<file path="config.mk">
export PLATFORM = sky130hd
export DESIGN_NAME = arm_subset_alu_execute_core_flat
export DESIGN_NICKNAME = d
export VERILOG_FILES = /design/src/hdl/asae_pkg.sv /design/src/hdl/asae_if.sv /design/src/hdl/asae_regfile.sv /design/src/hdl/asae_alu.sv /design/src/hdl/arm_subset_alu_execute_core.sv /design/src/flat_wrapper.sv
export VERILOG_INCLUDE_DIRS = /design/src /design/src/hdl
export SDC_FILE = /design/constraint.sdc
export NUM_CORES = 2
export LEC_CHECK = 0
export BUFFER_PORTS_ARGS = -buffer_cell sky130_fd_sc_hd__buf_2
export CORE_ASPECT_RATIO = 1.4
export CORE_UTILIZATION = 30
export CTS_CLUSTER_SIZE = 12
export DETAILED_ROUTE_END_ITERATION = 10
export SETUP_SLACK_MARGIN = 0.1
export SLEW_MARGIN = 10
export SYNTH_ARGS = -nofsm -noshare
export SYNTH_HDL_FRONTEND = slang
export SYNTH_HIERARCHICAL = 1
export SYNTH_SLANG_ARGS = --single-unit
</file>
<file path="constraint.sdc">
create_clock -name clk -period 28.1 [get_ports clk]
set_input_delay 1.405 -clock clk [delete_from_list [all_inputs] [get_ports clk]]
set_output_delay 1.405 -clock clk [all_outputs]
set_load 0.005 [all_outputs]
</file>
<file path="src/hdl/arm_subset_alu_execute_core_macros.svh">
// ----------------------------------------------------------------------------
// arm_subset_alu_execute_core assertion macros
// concurrent assertion wrappers, empty when SYNTH is defined
// ----------------------------------------------------------------------------
`ifndef ARM_SUBSET_ALU_EXECUTE_CORE_MACROS_SVH
`define ARM_SUBSET_ALU_EXECUTE_CORE_MACROS_SVH

`ifndef SYNTH
`define ASAE_ASSERT_IMPL(name, clk, rst, ante, cons) \
  name: assert property (@(posedge clk) disable iff (rst) (ante) |-> (cons)) \
    else $error("asae assertion failed");
`define ASAE_ASSERT_NEXT(name, clk, rst, ante, cons) \
  name: assert property (@(posedge clk) disable iff (rst) (ante) |=> (cons)) \
    else $error("asae assertion failed");
`else
`define ASAE_ASSERT_IMPL(name, clk, rst, ante, cons)
`define ASAE_ASSERT_NEXT(name, clk, rst, ante, cons)
`endif

`endif

</file>
<file path="src/hdl/asae_pkg.sv">
// ----------------------------------------------------------------------------
// asae_pkg
// shared types, codes and helpers of the arm subset execute core
// ----------------------------------------------------------------------------
package asae_pkg;

  localparam int XLEN       = 32;
  localparam int REG_ADDR_W = 4;
  localparam int NREGS      = 16;

  localparam int FLAG_N = 3;
  localparam int FLAG_Z = 2;
  localparam int FLAG_C = 1;
  localparam int FLAG_V = 0;

  localparam logic [3:0] MUL_MARK = 4'b1001;

  typedef logic [XLEN-1:0]       word_t;
  typedef logic [REG_ADDR_W-1:0] reg_addr_t;
  typedef logic [3:0]            flags_t;

  typedef enum logic [1:0] {
    CLASS_DP     = 2'd0,
    CLASS_MUL    = 2'd1,
    CLASS_MEM    = 2'd2,
    CLASS_BRANCH = 2'd3
  } class_t;

  typedef enum logic [3:0] {
    COND_EQ = 4'd0,
    COND_NE = 4'd1,
    COND_GE = 4'd10,
    COND_LT = 4'd11,
    COND_GT = 4'd12,
    COND_LE = 4'd13,
    COND_AL = 4'd14
  } cond_t;

  typedef enum logic [3:0] {
    OP_AND = 4'd0,
    OP_EOR = 4'd1,
    OP_SUB = 4'd2,
    OP_RSB = 4'd3,
    OP_ADD = 4'd4,
    OP_TST = 4'd8,
    OP_TEQ = 4'd9,
    OP_CMP = 4'd10,
    OP_ORR = 4'd12,
    OP_MOV = 4'd13
  } opcode_t;

  typedef enum logic [1:0] {
    SH_LSL = 2'd0,
    SH_LSR = 2'd1,
    SH_ASR = 2'd2,
    SH_ROR = 2'd3
  } shift_t;

  typedef struct packed {
    logic      en;
    reg_addr_t addr_m;
    reg_addr_t addr_s;
    reg_addr_t addr_n;
  } rd_req_t;

  typedef struct packed {
    word_t rm;
    word_t rs;
    word_t rn;
  } rd_data_t;

  typedef struct packed {
    logic      en;
    reg_addr_t addr;
    word_t     data;
  } wr_t;

  typedef struct packed {
    class_t    instr_class;
    logic      cond_passed;
    logic      reg_written;
    reg_addr_t dest_reg;
    word_t     result_value;
    flags_t    flags;
    logic      unsupported;
    logic      is_halt;
  } exec_t;

  function automatic logic is_mul_word(word_t w);
    return !w[27] && !w[26] && (w[25:22] == 4'b0000) && (w[7:4] == MUL_MARK);
  endfunction

endpackage

</file>
<file path="src/hdl/asae_if.sv">
// ----------------------------------------------------------------------------
// asae stream interfaces
// valid/ready channels for instruction words and execute results
// ----------------------------------------------------------------------------
interface asae_instr_if;
  import asae_pkg::*;
  logic  valid;
  logic  ready;
  word_t instruction;
  modport source (output valid, output instruction, input ready);
  modport sink (input valid, input instruction, output ready);
endinterface

interface asae_result_if;
  logic        valid;
  logic        ready;
  logic [1:0]  instr_class;
  logic        cond_passed;
  logic        reg_written;
  logic [3:0]  dest_reg;
  logic [31:0] result_value;
  logic [3:0]  flags_out;
  logic        unsupported;
  logic        is_halt;
  modport source (
    output valid, output instr_class, output cond_passed, output reg_written,
    output dest_reg, output result_value, output flags_out, output unsupported,
    output is_halt, input ready
  );
  modport sink (
    input valid, input instr_class, input cond_passed, input reg_written,
    input dest_reg, input result_value, input flags_out, input unsupported,
    input is_halt, output ready
  );
endinterface

</file>
<file path="src/hdl/asae_regfile.sv">
// ----------------------------------------------------------------------------
// asae_regfile
// 16 x 32 register file, two copies for three registered reads, one write,
// per-entry written bits and a bypass of the most recent write
// ----------------------------------------------------------------------------
module asae_regfile (
  input  logic              clk,
  input  logic              rst,
  input  asae_pkg::rd_req_t rd_req,
  input  asae_pkg::wr_t     wr,
  output asae_pkg::rd_data_t rd_data
);
  import asae_pkg::*;

  word_t            mem_a [NREGS];
  word_t            mem_b [NREGS];
  logic [NREGS-1:0] written;
  wr_t              last;
  reg_addr_t        addr_m_q;
  reg_addr_t        addr_s_q;
  reg_addr_t        addr_n_q;
  word_t            data_m_q;
  word_t            data_s_q;
  word_t            data_n_q;
  logic             vld_m_q;
  logic             vld_s_q;
  logic             vld_n_q;

  always_ff @(posedge clk) begin
    if (wr.en) begin
      mem_a[wr.addr] <= wr.data;
      mem_b[wr.addr] <= wr.data;
    end
    if (rd_req.en) begin
      data_m_q <= mem_a[rd_req.addr_m];
      data_s_q <= mem_a[rd_req.addr_s];
      data_n_q <= mem_b[rd_req.addr_n];
      addr_m_q <= rd_req.addr_m;
      addr_s_q <= rd_req.addr_s;
      addr_n_q <= rd_req.addr_n;
    end
  end

  always_ff @(posedge clk) begin
    if (rst) begin
      written <= '0;
      last    <= '0;
      vld_m_q <= 1'b0;
      vld_s_q <= 1'b0;
      vld_n_q <= 1'b0;
    end else begin
      if (wr.en) begin
        written[wr.addr] <= 1'b1;
        last             <= wr;
      end
      if (rd_req.en) begin
        vld_m_q <= written[rd_req.addr_m];
        vld_s_q <= written[rd_req.addr_s];
        vld_n_q <= written[rd_req.addr_n];
      end
    end
  end

  // a write at the read edge is missed by the array, take it from last
  assign rd_data.rm = (last.en && last.addr == addr_m_q) ? last.data :
                      (vld_m_q ? data_m_q : '0);
  assign rd_data.rs = (last.en && last.addr == addr_s_q) ? last.data :
                      (vld_s_q ? data_s_q : '0);
  assign rd_data.rn = (last.en && last.addr == addr_n_q) ? last.data :
                      (vld_n_q ? data_n_q : '0);

endmodule

</file>
<file path="src/hdl/asae_alu.sv">
// ----------------------------------------------------------------------------
// asae_alu
// condition check, decode, barrel shifter, data processing and multiply
// ----------------------------------------------------------------------------
module asae_alu (
  input  asae_pkg::word_t    instruction,
  input  asae_pkg::rd_data_t ops,
  input  asae_pkg::flags_t   flags,
  output asae_pkg::exec_t    exec
);
  import asae_pkg::*;

  logic        halt;
  class_t      cls;
  logic        cond_ok;
  logic        fn;
  logic        fz;
  logic        fv;
  logic [7:0]  sh_amt;
  logic [7:0]  lsr_amt;
  logic [4:0]  ror_amt;
  logic        by_reg;
  logic [32:0] lsl_ext;
  logic [32:0] lsr_ext;
  logic signed [32:0] asr_ext;
  word_t       ror_val;
  word_t       sh_res;
  logic        sh_c;
  logic [4:0]  imm_rot;
  word_t       imm_val;
  word_t       op2;
  logic        op2_c;
  word_t       rn;
  logic [32:0] sum33;
  logic [32:0] sub33;
  logic [32:0] rsb33;
  logic        dp_known;
  logic        dp_write;
  logic        dp_arith;
  word_t       dp_res;
  logic        dp_c;
  logic        dp_v;
  word_t       prod;
  word_t       mul_res;

  always_comb begin
    halt = (instruction == '0);
    priority if (instruction[27]) begin
      cls = CLASS_BRANCH;
    end else if (instruction[26]) begin
      cls = CLASS_MEM;
    end else if (is_mul_word(instruction)) begin
      cls = CLASS_MUL;
    end else begin
      cls = CLASS_DP;
    end
  end

  assign fn = flags[FLAG_N];
  assign fz = flags[FLAG_Z];
  assign fv = flags[FLAG_V];

  always_comb begin
    unique case (cond_t'(instruction[31:28]))
      COND_EQ: cond_ok = fz;
      COND_NE: cond_ok = !fz;
      COND_GE: cond_ok = (fn == fv);
      COND_LT: cond_ok = (fn != fv);
      COND_GT: cond_ok = !fz && (fn == fv);
      COND_LE: cond_ok = fz || (fn != fv);
      COND_AL: cond_ok = 1'b1;
      default: cond_ok = 1'b0;
    endcase
  end

  // barrel shifter on rm
  assign by_reg  = instruction[4];
  assign sh_amt  = by_reg ? ops.rs[7:0] : {3'b000, instruction[11:7]};
  assign lsr_amt = (sh_amt == 8'd0) ? 8'd32 : sh_amt;
  assign ror_amt = sh_amt[4:0];
  assign lsl_ext = {1'b0, ops.rm} << sh_amt;
  assign lsr_ext = {ops.rm, 1'b0} >> lsr_amt;
  assign asr_ext = $signed({ops.rm, 1'b0}) >>> lsr_amt;
  assign ror_val = (ops.rm >> ror_amt) | (ops.rm << (6'd32 - {1'b0, ror_amt}));

  always_comb begin
    sh_res = ops.rm;
    sh_c   = flags[FLAG_C];
    if (!(by_reg && sh_amt == 8'd0)) begin
      unique case (shift_t'(instruction[6:5]))
        SH_LSL: begin
          if (sh_amt != 8'd0) begin
            sh_res = lsl_ext[31:0];
            sh_c   = lsl_ext[32];
          end
        end
        SH_LSR: begin
          sh_res = lsr_ext[32:1];
          sh_c   = lsr_ext[0];
        end
        SH_ASR: begin
          sh_res = asr_ext[32:1];
          sh_c   = asr_ext[0];
        end
        SH_ROR: begin
          if (!by_reg && sh_amt == 8'd0) begin
            sh_res = {flags[FLAG_C], ops.rm[31:1]};
            sh_c   = ops.rm[0];
          end else if (ror_amt == 5'd0) begin
            sh_res = ops.rm;
            sh_c   = ops.rm[31];
          end else begin
            sh_res = ror_val;
            sh_c   = ror_val[31];
          end
        end
        default: begin
          sh_res = ops.rm;
          sh_c   = flags[FLAG_C];
        end
      endcase
    end
  end

  // rotated immediate
  assign imm_rot = {instruction[11:8], 1'b0};
  assign imm_val = ({24'd0, instruction[7:0]} >> imm_rot) |
                   ({24'd0, instruction[7:0]} << (6'd32 - {1'b0, imm_rot}));

  always_comb begin
    if (instruction[25]) begin
      op2   = imm_val;
      op2_c = (imm_rot != 5'd0) ? imm_val[31] : flags[FLAG_C];
    end else begin
      op2   = sh_res;
      op2_c = sh_c;
    end
  end

  assign rn    = ops.rn;
  assign sum33 = {1'b0, rn} + {1'b0, op2};
  assign sub33 = {1'b0, rn} - {1'b0, op2};
  assign rsb33 = {1'b0, op2} - {1'b0, rn};

  always_comb begin
    dp_known = 1'b1;
    dp_write = 1'b1;
    dp_arith = 1'b0;
    dp_res   = '0;
    dp_c     = op2_c;
    dp_v     = fv;
    unique case (opcode_t'(instruction[24:21]))
      OP_AND: dp_res = rn & op2;
      OP_EOR: dp_res = rn ^ op2;
      OP_TST: begin
        dp_res   = rn & op2;
        dp_write = 1'b0;
      end
      OP_TEQ: begin
        dp_res   = rn ^ op2;
        dp_write = 1'b0;
      end
      OP_ORR: dp_res = rn | op2;
      OP_MOV: dp_res = op2;
      OP_SUB, OP_CMP: begin
        dp_res   = sub33[31:0];
        dp_c     = !sub33[32];
        dp_v     = ((rn ^ op2) & (rn ^ sub33[31:0])) >> 31 != '0;
        dp_arith = 1'b1;
        dp_write = (opcode_t'(instruction[24:21]) == OP_SUB);
      end
      OP_RSB: begin
        dp_res   = rsb33[31:0];
        dp_c     = !rsb33[32];
        dp_v     = ((op2 ^ rn) & (op2 ^ rsb33[31:0])) >> 31 != '0;
        dp_arith = 1'b1;
      end
      OP_ADD: begin
        dp_res   = sum33[31:0];
        dp_c     = sum33[32];
        dp_v     = ((rn ^ sum33[31:0]) & (op2 ^ sum33[31:0])) >> 31 != '0;
        dp_arith = 1'b1;
      end
      default: dp_known = 1'b0;
    endcase
  end

  // multiply, accumulate from the third read port
  assign prod    = ops.rm * ops.rs;
  assign mul_res = prod + (instruction[21] ? ops.rn : '0);

  always_comb begin
    exec              = '0;
    exec.instr_class  = halt ? CLASS_DP : cls;
    exec.is_halt      = halt;
    exec.unsupported  = !halt && (cls == CLASS_MEM || cls == CLASS_BRANCH);
    exec.cond_passed  = !halt && cond_ok;
    exec.flags        = flags;
    if (exec.cond_passed && cls == CLASS_MUL) begin
      exec.reg_written  = 1'b1;
      exec.dest_reg     = instruction[19:16];
      exec.result_value = mul_res;
      if (instruction[20]) begin
        exec.flags[FLAG_N] = mul_res[31];
        exec.flags[FLAG_Z] = (mul_res == '0);
      end
    end else if (exec.cond_passed && cls == CLASS_DP && dp_known) begin
      exec.result_value = dp_res;
      if (dp_write) begin
        exec.reg_written = 1'b1;
        exec.dest_reg    = instruction[15:12];
      end
      if (instruction[20]) begin
        exec.flags[FLAG_N] = dp_res[31];
        exec.flags[FLAG_Z] = (dp_res == '0);
        exec.flags[FLAG_C] = dp_c;
        exec.flags[FLAG_V] = dp_arith ? dp_v : fv;
      end
    end
  end

endmodule

</file>
<file path="src/hdl/arm_subset_alu_execute_core.sv">
// ----------------------------------------------------------------------------
// arm_subset_alu_execute_core
// arm subset execute stage: condition, shifter, alu, multiply, nzcv flags
// ----------------------------------------------------------------------------
// pipeline: the instruction is registered in s1_instr, the result in res_q
// throughput: one instruction per cycle unless result.ready stalls, set by
//   the single execute stage with register file write-back bypass and flag
//   feedback in the same cycle
// reset: synchronous, clears flags, register written bits (all read as zero)
//   and all handshake state; no clearing pass
`include "arm_subset_alu_execute_core_macros.svh"

module arm_subset_alu_execute_core (
  input logic           clk,
  input logic           rst,
  asae_instr_if.sink    instr,
  asae_result_if.source result
);
  import asae_pkg::*;

  logic     s1_valid;
  word_t    s1_instr;
  logic     s1_fire;
  logic     in_xfer;
  flags_t   flags;
  rd_req_t  rd_req;
  rd_data_t rd_data;
  wr_t      wr;
  exec_t    exec;
  logic     res_valid;
  exec_t    res_q;

  assign s1_fire     = s1_valid && (!res_valid || result.ready);
  assign instr.ready = !rst && (!s1_valid || s1_fire);
  assign in_xfer     = instr.valid && instr.ready;

  assign rd_req.en     = in_xfer;
  assign rd_req.addr_m = instr.instruction[3:0];
  assign rd_req.addr_s = instr.instruction[11:8];
  assign rd_req.addr_n = is_mul_word(instr.instruction) ? instr.instruction[15:12]
                                                        : instr.instruction[19:16];

  assign wr.en   = s1_fire && exec.reg_written;
  assign wr.addr = exec.dest_reg;
  assign wr.data = exec.result_value;

  asae_regfile u_regfile (
    .clk     (clk),
    .rst     (rst),
    .rd_req  (rd_req),
    .wr      (wr),
    .rd_data (rd_data)
  );

  asae_alu u_alu (
    .instruction (s1_instr),
    .ops         (rd_data),
    .flags       (flags),
    .exec        (exec)
  );

  always_ff @(posedge clk) begin
    if (rst) begin
      s1_valid  <= 1'b0;
      res_valid <= 1'b0;
      flags     <= '0;
    end else begin
      if (in_xfer) begin
        s1_valid <= 1'b1;
      end else if (s1_fire) begin
        s1_valid <= 1'b0;
      end
      if (s1_fire) begin
        res_valid <= 1'b1;
        flags     <= exec.flags;
      end else if (result.ready) begin
        res_valid <= 1'b0;
      end
    end
  end

  always_ff @(posedge clk) begin
    if (in_xfer) begin
      s1_instr <= instr.instruction;
    end
    if (s1_fire) begin
      res_q <= exec;
    end
  end

  assign result.valid        = res_valid;
  assign result.instr_class  = res_q.instr_class;
  assign result.cond_passed  = res_q.cond_passed;
  assign result.reg_written  = res_q.reg_written;
  assign result.dest_reg     = res_q.dest_reg;
  assign result.result_value = res_q.result_value;
  assign result.flags_out    = res_q.flags;
  assign result.unsupported  = res_q.unsupported;
  assign result.is_halt      = res_q.is_halt;

  `ASAE_ASSERT_IMPL(a_write_needs_exec, clk, rst, wr.en, exec.cond_passed && !exec.unsupported)
  `ASAE_ASSERT_NEXT(a_halt_keeps_flags, clk, rst, s1_fire && exec.is_halt, flags == $past(flags))
  `ASAE_ASSERT_NEXT(a_write_reported, clk, rst, wr.en, result.reg_written && result.dest_reg == $past(wr.addr))
  `ASAE_ASSERT_IMPL(a_no_write_no_dest, clk, rst, result.valid && !result.reg_written, result.dest_reg == '0)

endmodule

</file>
<file path="src/flat_wrapper.sv">
// flat-port wrapper written by rule: the top's interface ports become plain ports
module arm_subset_alu_execute_core_flat import asae_pkg::*;
  (clk, rst, instr_valid, instr_instruction, instr_ready, result_valid, result_instr_class, result_cond_passed, result_reg_written, result_dest_reg, result_result_value, result_flags_out, result_unsupported, result_is_halt, result_ready);
  asae_instr_if instr_i ();
  asae_result_if result_i ();
  input logic clk;
  input logic rst;
  input wire logic [$bits(instr_i.valid)-1:0] instr_valid;
  input wire logic [$bits(instr_i.instruction)-1:0] instr_instruction;
  output wire logic [$bits(instr_i.ready)-1:0] instr_ready;
  output wire logic [$bits(result_i.valid)-1:0] result_valid;
  output wire logic [$bits(result_i.instr_class)-1:0] result_instr_class;
  output wire logic [$bits(result_i.cond_passed)-1:0] result_cond_passed;
  output wire logic [$bits(result_i.reg_written)-1:0] result_reg_written;
  output wire logic [$bits(result_i.dest_reg)-1:0] result_dest_reg;
  output wire logic [$bits(result_i.result_value)-1:0] result_result_value;
  output wire logic [$bits(result_i.flags_out)-1:0] result_flags_out;
  output wire logic [$bits(result_i.unsupported)-1:0] result_unsupported;
  output wire logic [$bits(result_i.is_halt)-1:0] result_is_halt;
  input wire logic [$bits(result_i.ready)-1:0] result_ready;
  assign instr_i.valid = instr_valid;
  assign instr_i.instruction = instr_instruction;
  assign instr_ready = instr_i.ready;
  assign result_valid = result_i.valid;
  assign result_instr_class = result_i.instr_class;
  assign result_cond_passed = result_i.cond_passed;
  assign result_reg_written = result_i.reg_written;
  assign result_dest_reg = result_i.dest_reg;
  assign result_result_value = result_i.result_value;
  assign result_flags_out = result_i.flags_out;
  assign result_unsupported = result_i.unsupported;
  assign result_is_halt = result_i.is_halt;
  assign result_i.ready = result_ready;
  arm_subset_alu_execute_core u_core (.clk(clk), .rst(rst), .instr(instr_i), .result(result_i));
endmodule
</file>
## Word-level counts from Yosys, hierarchy flattened

Memory sizes are Yosys's and may differ from the RTL's. A register that Yosys moved wholly into a read port is not among the register bits.
Cells that the tools add are included.

| word-level totals | value |
|---|---|
| register bits | 152 |
| logic and storage cells | 197 |
| memories kept | 2 |
| bits in writable memories | 1024 |

Memory list:

| memory | depth | width | read ports | clocked after memory_dff | wr ports | RTL line | RTL |
|---|---|---|---|---|---|---|---|
| u_core.u_regfile.mem_a | 16 | 32 | 2 | 2 | 1 | asae_regfile.sv:15 | `word_t mem_a [NREGS];` |
| u_core.u_regfile.mem_b | 16 | 32 | 1 | 1 | 1 | asae_regfile.sv:16 | `word_t mem_b [NREGS];` |

| cells by class | value |
|---|---|
| eq/ne operators | 28 |
| $mul | 1 |
| order comparisons | 5 |
| mux-type cells | 54 |
| shift-type cells | 7 |
| bitwise operators | 13 |
| $add $sub $neg | 6 |
| reductions and logical operators | 59 |

Operators with widths:

| cell | count |
|---|---|
| 32-bit 2-to-1 mux | 12 |
| 32-bit case mux with 7 select lines | 1 |
| 32-bit bitwise XOR | 5 |
| 32-bit bitwise AND | 4 |
| 32-bit case mux with 4 select lines | 1 |
| 32-bit logical NOT | 3 |
| 32-bit bitwise OR | 3 |
| 32-bit by 32-bit subtractor with 33-bit output | 2 |
| 4-bit equality test, second input constant | 12 |
| 41-bit 2-to-1 mux | 1 |
| 39-bit 2-to-1 mux | 1 |
| 32-bit by 32-bit adder with 33-bit output | 1 |
| 32-bit by 8-bit left shift with 33-bit output | 1 |
| 33-bit by 8-bit right shift with 33-bit output | 1 |
| 33-bit by 8-bit >>> shifter with 33-bit output | 1 |
| 32-bit adder | 1 |
| 32-bit by 32-bit multiplier with 32-bit output | 1 |
| 32-bit by 6-bit left shift with 32-bit output | 1 |
| 8-bit by 6-bit left shift with 32-bit output | 1 |
| 32-bit by 5-bit right shift with 32-bit output | 1 |
| 8-bit by 5-bit right shift with 32-bit output | 1 |
| 1-bit logical AND | 22 |
| 4-bit by 5-bit less-than comparator with 1-bit output, second input constant | 4 |
| 1-bit 2-to-1 mux | 20 |
| other kinds (33) | 72 |

## Logic depth before layout (Yosys ltp)

| logic depth | value |
|---|---|
| word-level depth | 25 |
| mapped depth | 44 |
| gate-level depth less buffers | 36 |

## By module

Netlist, hierarchy kept.

Modules (own cells, without submodules):

| module | seq. area each (um2) | times used | cells an instance | area an instance (um2) |
|---|---|---|---|---|
| asae_alu | 0.0 | 1 | 4794 | 36281.0 |
| asae_regfile | 19738.9 | 1 | 1704 | 34107.7 |
| arm_subset_alu_execute_core | 2462.4 | 1 | 114 | 2658.8 |

## Worst setup path before layout

OpenSTA, ideal clock, no wires.

| timing path | value |
|---|---|
| kind | reg2reg |
| start point | reg u_core.u_regfile.addr_m_q[2] |
| end point | reg u_core/u_regfile/last[31] in the netlist's numbering |
| setup slack | 18.621 ns |
| data required time | 28.033 ns |
| arrival time | 9.413 ns |
| cell stages (with the launch flop) | 35 |
| path buffers | 4 |
| period minus slack after synthesis | 9.479 ns |
| cell sequence | edfxtp_1 xor2_1 nor4_2 buf_2 mux2i_1 clkbuf_1 clkbuf_1 clkbuf_1 nand2_1 fa_1 fa_1 fa_1 fa_1 inv_1 ha_1 ha_1 inv_1 fa_1 fa_1 inv_1 ha_1 o21a_1 o21ai_0 nor2b_1 nor3_1 o41ai_1 o21ai_0 a31o_2 nand2_1 a21oi_1 a211oi_1 xnor2_1 o22ai_1 mux2i_1 nor2_1 |

RTL lines:

| what | RTL line | RTL |
|---|---|---|
| start, declared | asae_regfile.sv:19 | `reg_addr_t addr_m_q;` |
| start signal, assigned | asae_regfile.sv:38 | `addr_m_q <= rd_req.addr_m;` |
| end signal, assigned | asae_regfile.sv:54 | `last <= wr;` |
| end, declared | asae_regfile.sv:18 | `wr_t last;` |

==> key figures <==
Timing
  – RSZ-0062 raised after global routing: no
  – Setup TNS: 0 ns
  – Skew final: 0.0581 ns
  – Max-slew violation count: 0
  – Peak Freq: 79.1 MHz
  – Hold Fails Final Rpt: 0
  – Period minus WS final: 12.64 ns
  – Fin crit share: 45.0%
  – Worst Max-Slew Pin Slew: 1.38 ns
  – Final setup margin: 15.47 ns
  – Slew headroom: 7.55%
  – Final setup fails: 0

Die
  – Initial Utilization: 30.1%
  – I/O Pins: 84
  – Die width: 419 um
  – Core area: 242000 um^2
  – Die Area: 245000 um^2
  – Height of the die: 586 um
  – Row count: 214

Run
  – Max_cap viols: 0

Clocking
  – Root Buffer Master: clkbuf_16
  – CTS clock-pin slew for the worst setup and hold paths: 0.08 ns
  – Post-cts hold buffer count: 0
  – CTS tree: done
  – CTS max path bufs: 3
  – Post-cts resize count: 0
  – Buffer count from post-CTS setup fixing: 0
  – Clock Sink Count: 760
  – Clk_lat worst skew: 0.68 ns
  – H-tree Lvls: 3
  – Total CTS buffers: 76

Placed design
  – Port Buffers: 83
  – Pre-CTS setup slack: 15.89 ns
  – HPWL Detailed: 246 mm
  – Placed cell count: 9692
  – Gp weighted congestion: 1.04

Power
  – Leak: 29.2 nW
  – Power after layout: 2.68 mW
  – PD cells: 33.3 nW/um^2
  – VDD IR max: 44.5 uV

Drt
  – Routed len/inst: 34.8 um
  – Drt pass-1 iters: 9
  – Vias: 59.9k
  – Final WL: 342 mm
  – DR vias/cell: 6.09
  – Initial DRC count: 7022
  – DRC violations left: 0
  – Remaining antenna violation count: 0

Critical path
  – Reg-to-reg startpoint: u_core/u_regfile/last[33]$_SDFFE_PP0P_
  – CP endpoint kind: flip-flop
  – Worst setup path endpoint: u_core/flags[2]$_SDFFE_PP0P_
  – Crit path launch: u_core/u_regfile/last[33]$_SDFFE_PP0P_
  – Reg2reg end: u_core/flags[2]$_SDFFE_PP0P_
  – Setup Crit Path Kind: reg -> reg
  – Critical path's largest stage delay: 1.10 ns
  – Critical-path top delay cell: o311ai_1
  – Critical Path Start Type: flip-flop
  – Reg2Reg Depth: 38
  – R2r setup slk: 15.47 ns
  – Worst path most repeated cell: buf_4
  – Worst Path Required: 28.71 ns
  – Crit Path Max Fanout: 36
  – Worst Path Arrival: 13.24 ns

Final layout
  – Layout cells sized above 1: 18.8%
  – Final layout net count: 7278
  – Post-layout util: 33.1%
  – Cell Count, Final, Fillers Out: 9836
  – Largest regs: u_core/u_regfile/mem_b: 480 flops, u_core/u_regfile/last: 37 flops
  – Most frequent cells in the layout: edfxtp_1 (698), nand2_1 (690), inv_1 (630)
  – Max reg flops: 480
  – Most common cell after layout, fill and taps aside: edfxtp_1
  – Syn-to-layout area delta: 9.96%
  – Biggest register: u_core/u_regfile/mem_b

Status
  – Status: finished clean

Logic synthesis
  – Yosys cell types: 118
  – Mapped Area: 73000 um^2
  – Seq/Total Area, Yosys: 30.4%
  – Share of the synthesized area in the top cell type: 28.7%
  – Async SR Flop Fraction: 0%
  – Mean Syn Cell Area: 11.0 um^2
  – Synth warn: 6
  – Top FF cell, synth: edfxtp_1
  – Synth Instances: 6612
  – Yosys top cell by area: edfxtp_1
  – EDFF count, synth: 698
  – Synth area leaders: edfxtp_1 (29%), mux4_2 (17%), fa_1 (12%)
  – Flops & latches, synth: 760
  – Synth Net Count: 7355

Global route
  – Total track usage: 27.6%
  – Initial antenna violation count: 17
  – Largest net degree at the start of global routing: 89
  – First-pass GRT wire length: 478 mm
  – Remaining global-route overflow: 0
  – Vias in the first global route: 61.6k

Min path
  – Worst hold path class: reg -> reg
## per-stage QoR
step	instance area, um^2	hold slack [ns]
finish	80300	0.492
global route	80300	0.514
CTS	80200	0.498
detailed placement	78000	0.481
global placement	78000	0.472
floorplan	73000	0.460
## routing by layer
layer  part of all wire, %  track usage (%)  wire length, um  vias to the layer above
met3                   8.0             5.52            27300                     1294
met5                 0.017                0               57                        -
met2                    48             46.8           166000                     3743
met4                   9.3             21.1            31900                        8
met1                    34             30.5           117000                    30700
li1                      -                -                -                    24100
## how the worst min path moves through the flow
stage | from | slack [ns] | endpoint | depth (start not counted)
floorplan | u_core/u_regfile/last[0]$_SDFFE_PP0P_ | 0.46 | u_core/u_regfile/last[0]$_SDFFE_PP0P_ | 2
global placement | u_core/u_regfile/last[19]$_SDFFE_PP0P_ | 0.47 | u_core/u_regfile/last[19]$_SDFFE_PP0P_ | 2
detailed placement | u_core/u_regfile/last[10]$_SDFFE_PP0P_ | 0.48 | u_core/u_regfile/last[10]$_SDFFE_PP0P_ | 2
CTS | u_core/u_regfile/last[14]$_SDFFE_PP0P_ | 0.50 | u_core/u_regfile/last[14]$_SDFFE_PP0P_ | 2
global route | u_core/u_regfile/last[10]$_SDFFE_PP0P_ | 0.51 | u_core/u_regfile/last[10]$_SDFFE_PP0P_ | 2
finish | u_core/u_regfile/last[10]$_SDFFE_PP0P_ | 0.49 | u_core/u_regfile/last[10]$_SDFFE_PP0P_ | 2
## cell families (layout without fill, tap and decap cells)
group	Yosys count	after routing	synth area share [%]
flops	760	760	30.4
fa+ha+maj	707	707	16.6
xor+xnor	131	131	1.61
mux	865	865	21.5
compound gates	1266	1266	11.9
buf+inv	1159	1131	6.66
other cells	0	12	0
simple gates	1724	1724	11.3
## cell usage after synthesis (34+ instances only)
cell type / n
nor2_1: 329
o22ai_1: 63
a211oi_1: 78
xor2_1: 39
a31oi_1: 54
buf_2: 69
mux2i_1: 262
fa_1: 441
edfxtp_1: 698
a221oi_1: 45
nor3_1: 83
nand2b_1: 34
nand2_1: 692
dfxtp_1: 62
mux4_2: 557
a21oi_1: 263
buf_1: 55
clkbuf_1: 341
a21o_1: 51
o211ai_1: 51
inv_1: 630
a22oi_1: 36
and2_1: 269
xnor2_1: 90
o21ai_0: 223
or3_1: 36
ha_1: 266
nand3_1: 84
buf_6: 43
## power by group
group          leakage, nW  internal (mW)  switching [mW]
Combinational         21.0          0.149           0.315
Clock                 1.08          0.531           0.438
Sequential            7.11           1.24         0.00869
## worst max-delay path: cells and delay by family (launching register included)
| family | cells | cell delay (ns) |
|---|---|---|
| AO/OA/AOI/OAI | 14 | 4.92 |
| XOR/XNOR | 1 | 0.16 |
| adder cells (fa/ha/maj) | 3 | 1.61 |
| buffers and inverters | 7 | 2.10 |
| flip-flops | 1 | 0.44 |
| multiplexers | 3 | 0.70 |
| AND/OR/NAND/NOR | 10 | 2.57 |
## layout make-up
class	count	area (um^2)
Antenna cell	12	30.0
Clock buffer	116	2080
Clock inverter	11	158
Fill cell	24200	162000
Inverter	636	2390
Multi-Input combinational cell	4693	46800
Sequential cell	760	22200
Tap cell	3240	4050
Timing Repair Buffer	368	2610
Power figures use the tool's default switching activity.
